<file path="src/rtl/btc_pkg.sv">
// Shared types, widths and codes for the beacon tone classifier.
package btc_pkg;

   // Field and register widths.
   localparam int PERIOD_W = 32;
   localparam int RATE_W   = 27;
   localparam int TOL_W    = 10;
   localparam int CTR_W    = 15;
   localparam int CLS_W    = 3;
   localparam int CSR_W    = 27;
   localparam int CSR_IDX_W = 3;

   // The quotient is never wider than the dividend.
   localparam int FREQ_W   = RATE_W;
   localparam int STEP_W   = $clog2(RATE_W);
   localparam int BAND_W   = 3;
   localparam int NUM_BANDS = 5;

   // Reset values of the configuration registers.
   localparam logic [RATE_W-1:0] TICK_RATE_RST  = RATE_W'(10000000);
   localparam logic [TOL_W-1:0]  TOLERANCE_RST  = TOL_W'(25);
   localparam logic [CTR_W-1:0]  FREQ_BLUE_RST  = CTR_W'(1427);
   localparam logic [CTR_W-1:0]  FREQ_LEFT_RST  = CTR_W'(2000);
   localparam logic [CTR_W-1:0]  FREQ_RIGHT_RST = CTR_W'(909);
   localparam logic [CTR_W-1:0]  FREQ_GREEN_RST = CTR_W'(3333);
   localparam logic [CTR_W-1:0]  FREQ_PLAIN_RST = CTR_W'(1427);

   // Beacon classes.
   localparam logic [CLS_W-1:0] CLS_NONE  = CLS_W'(0);
   localparam logic [CLS_W-1:0] CLS_BLUE  = CLS_W'(1);
   localparam logic [CLS_W-1:0] CLS_LEFT  = CLS_W'(2);
   localparam logic [CLS_W-1:0] CLS_RIGHT = CLS_W'(3);
   localparam logic [CLS_W-1:0] CLS_GREEN = CLS_W'(4);
   localparam logic [CLS_W-1:0] CLS_PLAIN = CLS_W'(5);

   // Configuration register indexes.
   typedef enum logic [CSR_IDX_W-1:0] {
      REG_TICK_RATE  = 3'd0,
      REG_TOLERANCE  = 3'd1,
      REG_FREQ_BLUE  = 3'd2,
      REG_FREQ_LEFT  = 3'd3,
      REG_FREQ_RIGHT = 3'd4,
      REG_FREQ_GREEN = 3'd5,
      REG_FREQ_PLAIN = 3'd6
   } reg_index_type;

   // Sequencer states.
   typedef enum logic [1:0] {
      ST_IDLE,
      ST_DIVIDE,
      ST_CLASSIFY,
      ST_RESPOND
   } state_type;

   // Channel payloads.
   typedef struct packed {
      logic [PERIOD_W-1:0] period_ticks;
   } req_payload_type;

   typedef struct packed {
      logic [CLS_W-1:0] beacon_class;
      logic             dispenser_seen;
      logic             side_found;
      logic             side_green;
   } rsp_payload_type;

endpackage

</file>
<file path="src/rtl/btc_req_if.sv">
// Valid/ready channel that carries one period measurement word.
interface btc_req_if;
   import btc_pkg::*;

   logic            valid;
   logic            ready;
   req_payload_type data;

   modport source (output valid, output data, input ready);
   modport sink   (input valid, input data, output ready);
endinterface

</file>
<file path="src/rtl/btc_rsp_if.sv">
// Valid/ready channel that carries one classification result word.
interface btc_rsp_if;
   import btc_pkg::*;

   logic            valid;
   logic            ready;
   rsp_payload_type data;

   modport source (output valid, output data, input ready);
   modport sink   (input valid, input data, output ready);
endinterface

</file>
<file path="src/rtl/beacon_tone_classifier_sequence_match_top.sv">
// Beacon tone classifier: bit-serial frequency divider, band search and side match.
// Steps: accept the word, one-bit-per-cycle restoring division, band search (one band
// per cycle), then load the result into the output register.
// The block takes no new word until the result of the last one has been loaded.
// A new word is accepted while the previous result still waits in the output register.
// Synchronous active-high reset restores register defaults and empties the history.
module beacon_tone_classifier_sequence_match_top (
   input  logic                           clock,
   input  logic                           reset,
   btc_req_if.sink                        req_if,
   btc_rsp_if.source                      rsp_if,
   input  logic                           csr_we,
   input  logic [btc_pkg::CSR_IDX_W-1:0]  csr_index,
   input  logic [btc_pkg::CSR_W-1:0]      csr_wdata
);
   import btc_pkg::*;

   // Configuration registers.
   logic [RATE_W-1:0] tick_rate_ff;
   logic [TOL_W-1:0]  tolerance_ff;
   logic [CTR_W-1:0]  freq_blue_ff, freq_left_ff, freq_right_ff;
   logic [CTR_W-1:0]  freq_green_ff, freq_plain_ff;

   // Sequencer and datapath registers.
   state_type         state_ff, state_in;
   logic [FREQ_W-1:0] quo_ff, quo_in;
   logic [PERIOD_W-1:0] rem_ff, rem_in;
   logic [PERIOD_W-1:0] divisor_ff;
   logic              zero_div_ff;
   logic [STEP_W-1:0] step_ff, step_in;
   logic [BAND_W-1:0] band_ff, band_in;
   logic [CLS_W-1:0]  cls_ff, cls_in;

   // The two latest pushed classes, older in entry 0, and the fill count.
   // Together with the class being pushed they form the three-entry history.
   logic [CLS_W-1:0]  hist_ff [2];
   logic [1:0]        fill_ff;

   // Output register.
   logic              rsp_valid_ff, rsp_valid_in;
   rsp_payload_type   rsp_data_ff;

   // Control from the output decoder.
   logic              accept;
   logic              div_last;
   logic              band_hit;
   logic              band_last;
   logic              rsp_load;

   // Datapath intermediates.
   logic [PERIOD_W:0]   trial;
   logic [PERIOD_W+1:0] diff;
   logic                trial_ge;
   logic [FREQ_W-1:0]   freq;
   logic [CTR_W-1:0]    centre;
   logic [FREQ_W:0]     lo_sum;
   logic [CTR_W:0]      hi_end;
   logic                lo_ok, hi_ok;
   logic [CLS_W-1:0]    h0, h1, h2;
   logic                ring_full;
   logic                green_match, blue_match;
   rsp_payload_type     rsp_next;

   // Configuration writes; unknown indexes are dropped.
   always_ff @(posedge clock) begin
      if (reset) begin
         tick_rate_ff  <= TICK_RATE_RST;
         tolerance_ff  <= TOLERANCE_RST;
         freq_blue_ff  <= FREQ_BLUE_RST;
         freq_left_ff  <= FREQ_LEFT_RST;
         freq_right_ff <= FREQ_RIGHT_RST;
         freq_green_ff <= FREQ_GREEN_RST;
         freq_plain_ff <= FREQ_PLAIN_RST;
      end else if (csr_we) begin
         unique case (csr_index)
            REG_TICK_RATE:  tick_rate_ff  <= csr_wdata[RATE_W-1:0];
            REG_TOLERANCE:  tolerance_ff  <= csr_wdata[TOL_W-1:0];
            REG_FREQ_BLUE:  freq_blue_ff  <= csr_wdata[CTR_W-1:0];
            REG_FREQ_LEFT:  freq_left_ff  <= csr_wdata[CTR_W-1:0];
            REG_FREQ_RIGHT: freq_right_ff <= csr_wdata[CTR_W-1:0];
            REG_FREQ_GREEN: freq_green_ff <= csr_wdata[CTR_W-1:0];
            REG_FREQ_PLAIN: freq_plain_ff <= csr_wdata[CTR_W-1:0];
            default: ;
         endcase
      end
   end

   // One restoring division step: bring down the next dividend bit and try a subtract.
   assign trial    = {rem_ff, quo_ff[FREQ_W-1]};
   assign diff     = {1'b0, trial} - {2'b00, divisor_ff};
   assign trial_ge = !diff[PERIOD_W+1];

   // A zero period gives a zero frequency.
   assign freq = zero_div_ff ? '0 : quo_ff;

   // Centre of the band under test, in search order.
   always_comb begin
      unique case (band_ff)
         3'd0:    centre = freq_blue_ff;
         3'd1:    centre = freq_left_ff;
         3'd2:    centre = freq_right_ff;
         3'd3:    centre = freq_green_ff;
         3'd4:    centre = freq_plain_ff;
         default: centre = '0;
      endcase
   end

   // Band test: freq + tol >= centre covers a low end below zero without signs.
   assign lo_sum = {1'b0, freq} + (FREQ_W+1)'(tolerance_ff);
   assign lo_ok  = lo_sum >= (FREQ_W+1)'(centre);
   assign hi_end = {1'b0, centre} + (CTR_W+1)'(tolerance_ff);
   assign hi_ok  = freq <= FREQ_W'(hi_end);
   assign band_hit  = lo_ok && hi_ok;
   assign band_last = (band_ff == BAND_W'(NUM_BANDS - 1));
   assign div_last  = (step_ff == STEP_W'(RATE_W - 1));

   // History as it stands after this class is pushed, oldest first.
   assign h0 = hist_ff[0];
   assign h1 = hist_ff[1];
   assign h2 = cls_ff;
   assign ring_full = (fill_ff >= 2'd2);

   assign green_match = (h0 == CLS_LEFT  && h1 == CLS_RIGHT && h2 == CLS_GREEN) ||
                        (h0 == CLS_RIGHT && h1 == CLS_GREEN && h2 == CLS_LEFT)  ||
                        (h0 == CLS_GREEN && h1 == CLS_LEFT  && h2 == CLS_RIGHT);
   assign blue_match  = (h0 == CLS_RIGHT && h1 == CLS_LEFT  && h2 == CLS_BLUE)  ||
                        (h0 == CLS_LEFT  && h1 == CLS_BLUE  && h2 == CLS_RIGHT) ||
                        (h0 == CLS_BLUE  && h1 == CLS_RIGHT && h2 == CLS_LEFT);

   // Result word assembled from the final class.
   always_comb begin
      rsp_next.beacon_class   = cls_ff;
      rsp_next.dispenser_seen = (cls_ff == CLS_GREEN) || (cls_ff == CLS_BLUE);
      rsp_next.side_found     = (cls_ff != CLS_NONE) && ring_full &&
                                (green_match || blue_match);
      rsp_next.side_green     = (cls_ff != CLS_NONE) && ring_full && green_match;
   end

   // Next state.
   always_comb begin
      state_in = state_ff;
      unique case (state_ff)
         ST_IDLE: begin
            if (req_if.valid) state_in = ST_DIVIDE;
         end
         ST_DIVIDE: begin
            if (div_last) state_in = ST_CLASSIFY;
         end
         ST_CLASSIFY: begin
            if (band_hit || band_last) state_in = ST_RESPOND;
         end
         ST_RESPOND: begin
            if (!rsp_valid_ff || rsp_if.ready) state_in = ST_IDLE;
         end
         default: state_in = ST_IDLE;
      endcase
   end

   // Sequencer outputs.
   always_comb begin
      req_if.ready = 1'b0;
      rsp_load     = 1'b0;
      unique case (state_ff)
         ST_IDLE:     req_if.ready = 1'b1;
         ST_DIVIDE:   ;
         ST_CLASSIFY: ;
         ST_RESPOND:  rsp_load = !rsp_valid_ff || rsp_if.ready;
         default:     ;
      endcase
   end

   assign accept = req_if.valid && req_if.ready;

   // Datapath next values.
   always_comb begin
      quo_in  = quo_ff;
      rem_in  = rem_ff;
      step_in = step_ff;
      band_in = band_ff;
      cls_in  = cls_ff;
      if (accept) begin
         quo_in  = tick_rate_ff;
         rem_in  = '0;
         step_in = '0;
         band_in = '0;
      end else if (state_ff == ST_DIVIDE) begin
         quo_in  = {quo_ff[FREQ_W-2:0], trial_ge};
         rem_in  = trial_ge ? diff[PERIOD_W-1:0] : trial[PERIOD_W-1:0];
         step_in = step_ff + STEP_W'(1);
      end else if (state_ff == ST_CLASSIFY) begin
         band_in = band_ff + BAND_W'(1);
         if (band_hit) begin
            cls_in = band_ff + BAND_W'(1);
         end else if (band_last) begin
            cls_in = CLS_NONE;
         end
      end
   end

   // Output valid: set on load, cleared when taken.
   always_comb begin
      rsp_valid_in = rsp_valid_ff;
      if (rsp_load) begin
         rsp_valid_in = 1'b1;
      end else if (rsp_if.ready) begin
         rsp_valid_in = 1'b0;
      end
   end

   // Control registers.
   always_ff @(posedge clock) begin
      if (reset) begin
         state_ff     <= ST_IDLE;
         rsp_valid_ff <= 1'b0;
         fill_ff      <= '0;
      end else begin
         state_ff     <= state_in;
         rsp_valid_ff <= rsp_valid_in;
         if (rsp_load && cls_ff != CLS_NONE && fill_ff != 2'd3) begin
            fill_ff <= fill_ff + 2'd1;
         end
      end
   end

   // Payload registers.
   always_ff @(posedge clock) begin
      quo_ff  <= quo_in;
      rem_ff  <= rem_in;
      step_ff <= step_in;
      band_ff <= band_in;
      cls_ff  <= cls_in;
      if (accept) begin
         divisor_ff  <= req_if.data.period_ticks;
         zero_div_ff <= (req_if.data.period_ticks == '0);
      end
      if (rsp_load) begin
         rsp_data_ff <= rsp_next;
         if (cls_ff != CLS_NONE) begin
            hist_ff[0] <= hist_ff[1];
            hist_ff[1] <= cls_ff;
         end
      end
   end

   assign rsp_if.valid = rsp_valid_ff;
   assign rsp_if.data  = rsp_data_ff;

endmodule

</file>
<file path="src/flat_wrapper.sv">
// flat-port wrapper written by rule: the top's interface ports become plain ports
module beacon_tone_classifier_sequence_match_top_flat import btc_pkg::*;
  (clock, reset, csr_we, csr_index, csr_wdata, req_if_valid, req_if_data, req_if_ready, rsp_if_valid, rsp_if_data, rsp_if_ready);
  btc_req_if req_if_i ();
  btc_rsp_if rsp_if_i ();
  input  logic clock;
  input  logic reset;
  input  logic csr_we;
  input  logic [btc_pkg::CSR_IDX_W-1:0] csr_index;
  input  logic [btc_pkg::CSR_W-1:0] csr_wdata;
  input wire logic [$bits(req_if_i.valid)-1:0] req_if_valid;
  input wire logic [$bits(req_if_i.data)-1:0] req_if_data;
  output wire logic [$bits(req_if_i.ready)-1:0] req_if_ready;
  output wire logic [$bits(rsp_if_i.valid)-1:0] rsp_if_valid;
  output wire logic [$bits(rsp_if_i.data)-1:0] rsp_if_data;
  input wire logic [$bits(rsp_if_i.ready)-1:0] rsp_if_ready;
  assign req_if_i.valid = req_if_valid;
  assign req_if_i.data = req_if_data;
  assign req_if_ready = req_if_i.ready;
  assign rsp_if_valid = rsp_if_i.valid;
  assign rsp_if_data = rsp_if_i.data;
  assign rsp_if_i.ready = rsp_if_ready;
  beacon_tone_classifier_sequence_match_top u_core (.clock(clock), .reset(reset), .req_if(req_if_i), .rsp_if(rsp_if_i), .csr_we(csr_we), .csr_index(csr_index), .csr_wdata(csr_wdata));
endmodule
</file>
<file path="config.mk">
export PLATFORM = sky130hd
export DESIGN_NAME = beacon_tone_classifier_sequence_match_top_flat
export DESIGN_NICKNAME = d
export VERILOG_FILES = /design/src/rtl/btc_pkg.sv /design/src/rtl/btc_req_if.sv /design/src/rtl/btc_rsp_if.sv /design/src/rtl/beacon_tone_classifier_sequence_match_top.sv /design/src/flat_wrapper.sv
export SDC_FILE = /design/constraint.sdc
export NUM_CORES = 1
export LEC_CHECK = 0
export BUFFER_PORTS_ARGS = -buffer_cell sky130_fd_sc_hd__buf_4
export CORE_MARGIN = 5
export CORE_UTILIZATION = 55
export CTS_CLUSTER_SIZE = 28
export DETAILED_ROUTE_END_ITERATION = 8
export PLACE_DENSITY = 0.76
export SLEW_MARGIN = 10
export SYNTH_ARGS = -nofsm -noshare
export SYNTH_HDL_FRONTEND = slang
export SYNTH_SLANG_ARGS = --single-unit
</file>
<file path="constraint.sdc">
create_clock -name clock -period 5.9 [get_ports clock]
set_clock_uncertainty 0.05 [all_clocks]
set_input_delay 0 -clock clock [delete_from_list [all_inputs] [get_ports clock]]
set_output_delay 0 -clock clock [all_outputs]
set_load 0.005 [all_outputs]
</file>
==> metrics.txt <==
Netlist Area Pre-Place between 0.01 and 0.015 mm²; wire length of the first global-routing pass roughly 58000 µm; clk slew on worst S/H paths 0.06 ns; maximum number of pins on one net before global-route repair 119; Final Critical Period between 5 and 6 ns; data required time of the critical path between 6 and 7 ns; Die Y around 170 µm; area delta synth->final 16.6%; initial cell density of the core 0.555; total of flip-flops plus latches after synthesis between 200 and 250; Layout Utilization 0.647; library cell with the largest summed area after synthesis dfxtp_1; H-tree Lvls 1; wire length after detailed routing approximately 36000 µm; overflow left after global routing 0; count of endpoints failing hold in the final timing report 0; initial drt markers a little over 1000; number of unique standard cell types used by synthesis between 60 and 70; slew margin rel. 0.194; worst slack at placement roughly 0.26 ns; Setup WS post-layout 0.467 ns; net count reported at finish roughly 1900; maximum vdd ir drop roughly 0.00028 V; via count of the first global-routing pass between 10000 and 15000; RSZ-0062 raised after global routing no; number of top-level pins between 70 and 80; Max-cap violations 0; global-route total usage across every layer 0.251; antenna violations before repair 0; Min-Delay Path Depth 2; dpl cells between 1500 and 2000; Post-Syn Area per Cell ~8.3 µm²; Num CTS Buffers 25; Lkg Pwr approximately 0.0064 µW; ys async rst share 0; chip width between 150 and 200 µm; flip-flop cell with the highest count after synthesis dfxtp_1; critical path type reg -> reg; Die Outline Area between 0.02 and 0.03 mm²; average wire per standard cell around 17 µm; Mapped Cells 1619; cell types with the highest counts after synthesis nand2_1, dfxtp_1, a21oi_1, ha_1, inv_1; area of the core region between 0.02 and 0.025 mm²; EDFF count, synth 75; total number of clock tree sinks around 230; ratio of routed vias to standard cells around 5.8; placed wire-length estimate after detailed placement 24700 µm; Final Setup Violations 0; share of post-route cells with drive strength above 1 0.0851; total inserted antenna cells 0; Final Instance Count excl. Fillers ~2100; kind of end point of the critical path flip-flop; share of the cycle needed by the critical path after routing 0.921; Power, Total between 6000 and 7000 µW; maximum clock frequency roughly 180 MHz; number of rows created at floorplan 57; Final GP Congestion approximately 0.93; sequential area share after synthesis 0.403; Port Buf Inserts 74; class of the tightest hold or removal check in -> reg; power density cells about 440 mW/mm²; launching element type of the critical path flip-flop; synth warn 0; CP arrival ~5.6 ns; dominant cells by area after synthesis dfxtp_1, edfxtp_1, nand2_1, ha_1, a21oi_1; antenna-violating nets left 0; final slew viol count 0; setup TNS 0 ns; clk_lat worst skew between 0.5 and 0.6 ns; vias after detailed routing about 12000; Max Buffers Root-to-Sink 3; DRC violations left 0; Root Buffer Master clkbuf_16; number of nets produced by synthesis between 1500 and 2000; share of Yosys cell area claimed by the top area cell type 0.235; result of the run complete, no violations; count of TritonRoute iterations in the first routing pass 7; crit-path max FO 5; worst-margin pin slew approximately 1.2 ns; most common cell in the netlist nand2_1; worst-case reg-to-reg path depth 25; TritonCTS clock tree yes
## cells by family (layout without fill, tap and decap cells)
family / Yosys count / count (layout) / share of synthesized area
AOI/OAI and AO/OA: 354 / 354 / 0.169
xor gates and xnor gates: 53 / 53 / 0.0347
adders and majority gates: 99 / 99 / 0.0942
buffers and inverters: 160 / 281 / 0.0454
DFF: 232 / 232 / 0.403
muxes: 8 / 8 / 0.00608
and+or+nand+nor: 713 / 713 / 0.247
## power breakdown
group / internal, µW / switching (µW)
Clock: 873 / 633
Combinational: 1230 / 1820
Sequential: 2030 / 271
Total: 4130 / 2720
## repair_timing
| item | in CTS | in global routing |
|---|---|---|
| gates resized for setup | 0 | 4 |
| endpoints found under the setup margin | 0 | 3 |
| hold endpoints to repair | 146 | 0 |
| hold buffers | 62 | 0 |
| setup buffers | 0 | 0 |
## flip-flops by register name (all words and copies together) (netlist names), 27 cells and up
name	cells
u_core.divisor_ff	32
u_core.tick_rate_ff	27
u_core.rem_ff	32
u_core.quo_ff	27
## worst paths after layout
check / from / to / slack (ns)
worst min register to register: u_core.freq_blue_ff[13] / u_core.freq_blue_ff[13] / 0.40
worst max-delay path: u_core.band_ff[0] / u_core.cls_ff[2] / 0.47
worst max register to register: u_core.band_ff[0] / u_core.cls_ff[2] / 0.47
worst min-delay path: reset / u_core.fill_ff[0] / 0.02
## layout make-up
class / count / area (µm²)
fill: 2043 / 8500
multi-input combinational: 1227 / 7400
sequential: 232 / 5400
timing repair buffer: 154 / 1310
clock buffer: 30 / 654
tap: 324 / 405
inverter: 84 / 315
clock inverter: 13 / 118
## layout by cell type, fill, tap and decap left out, types with 5 or more instances in the layout
| master | netlist | final |
|---|---|---|
| xnor2_1 | 39 | 39 |
| nand2_1 | 406 | 405 |
| or3_1 | 8 | 8 |
| ha_1 | 96 | 95 |
| xor2_1 | 14 | 14 |
| a21oi_1 | 114 | 113 |
| o2111ai_1 | 5 | 5 |
| inv_1 | 84 | 83 |
| nor2b_1 | 33 | 32 |
| a222oi_1 | 10 | 10 |
| edfxtp_1 | 75 | 75 |
| buf_4 | 0 | 92 |
| nand3b_1 | 47 | 47 |
| mux2i_1 | 7 | 7 |
| nor4_1 | 17 | 17 |
| and4_1 | 7 | 7 |
| a22oi_1 | 16 | 16 |
| a21o_1 | 19 | 19 |
| a31oi_1 | 33 | 33 |
| o21a_1 | 23 | 23 |
| clkbuf_16 | 0 | 25 |
| a211o_1 | 6 | 6 |
| o21ai_0 | 65 | 64 |
| nor3_1 | 16 | 15 |
| and3_1 | 8 | 8 |
| nand4b_1 | 7 | 7 |
| nor2_1 | 77 | 77 |
| nand2b_1 | 18 | 18 |
| nand3_1 | 30 | 30 |
| a211oi_1 | 16 | 15 |
| o211ai_1 | 6 | 6 |
| nand4_1 | 21 | 21 |
| or4_1 | 5 | 5 |
| dlygate4sd3_1 | 0 | 62 |
| clkinv_2 | 0 | 6 |
| dfxtp_1 | 157 | 156 |
| o21bai_1 | 7 | 7 |
## routing by layer
layer | vias to the layer above | routed length, µm | global-route usage
li1 | 5897 | - | -
met1 | 5747 | 15800 | 0.346
met2 | 358 | 17300 | 0.428
met3 | 62 | 1960 | 0.0267
met4 | 0 | 712 | 0.0613
met5 | - | 0 | 0
## worst max-delay path, cell delays in order, from the launching register on
cell and delay [ns]:
dfxtp_2 0.39, inv_1 0.08, ha_1 0.20, and2_1 0.17, a222oi_1 0.33, o21a_1 0.27
inv_1 0.06, ha_1 0.27, a21o_1 0.18, a21oi_1 0.21, o21ai_0 0.11, a21oi_1 0.21
o21a_1 0.16, o21ai_0 0.14, o21a_1 0.24, o21bai_1 0.15, xnor2_1 0.16, ha_1 0.29
a21o_1 0.18, a211oi_1 0.21, nand2_1 0.10, nor3_1 0.17, o21ai_0 0.11, a21oi_1 0.20
o21ai_1 0.14, a211oi_2 0.31
## metrics by stage
stage | instance area, µm² | hold slack, ns
detailed placement | 14200 | 0.139
global placement | 14200 | 0.138
floorplan | 13400 | 0.0489
global route | 15600 | 0.0709
finish | 15600 | 0.0168
CTS | 15600 | 0.0399
Power figures use the tool's default switching activity.
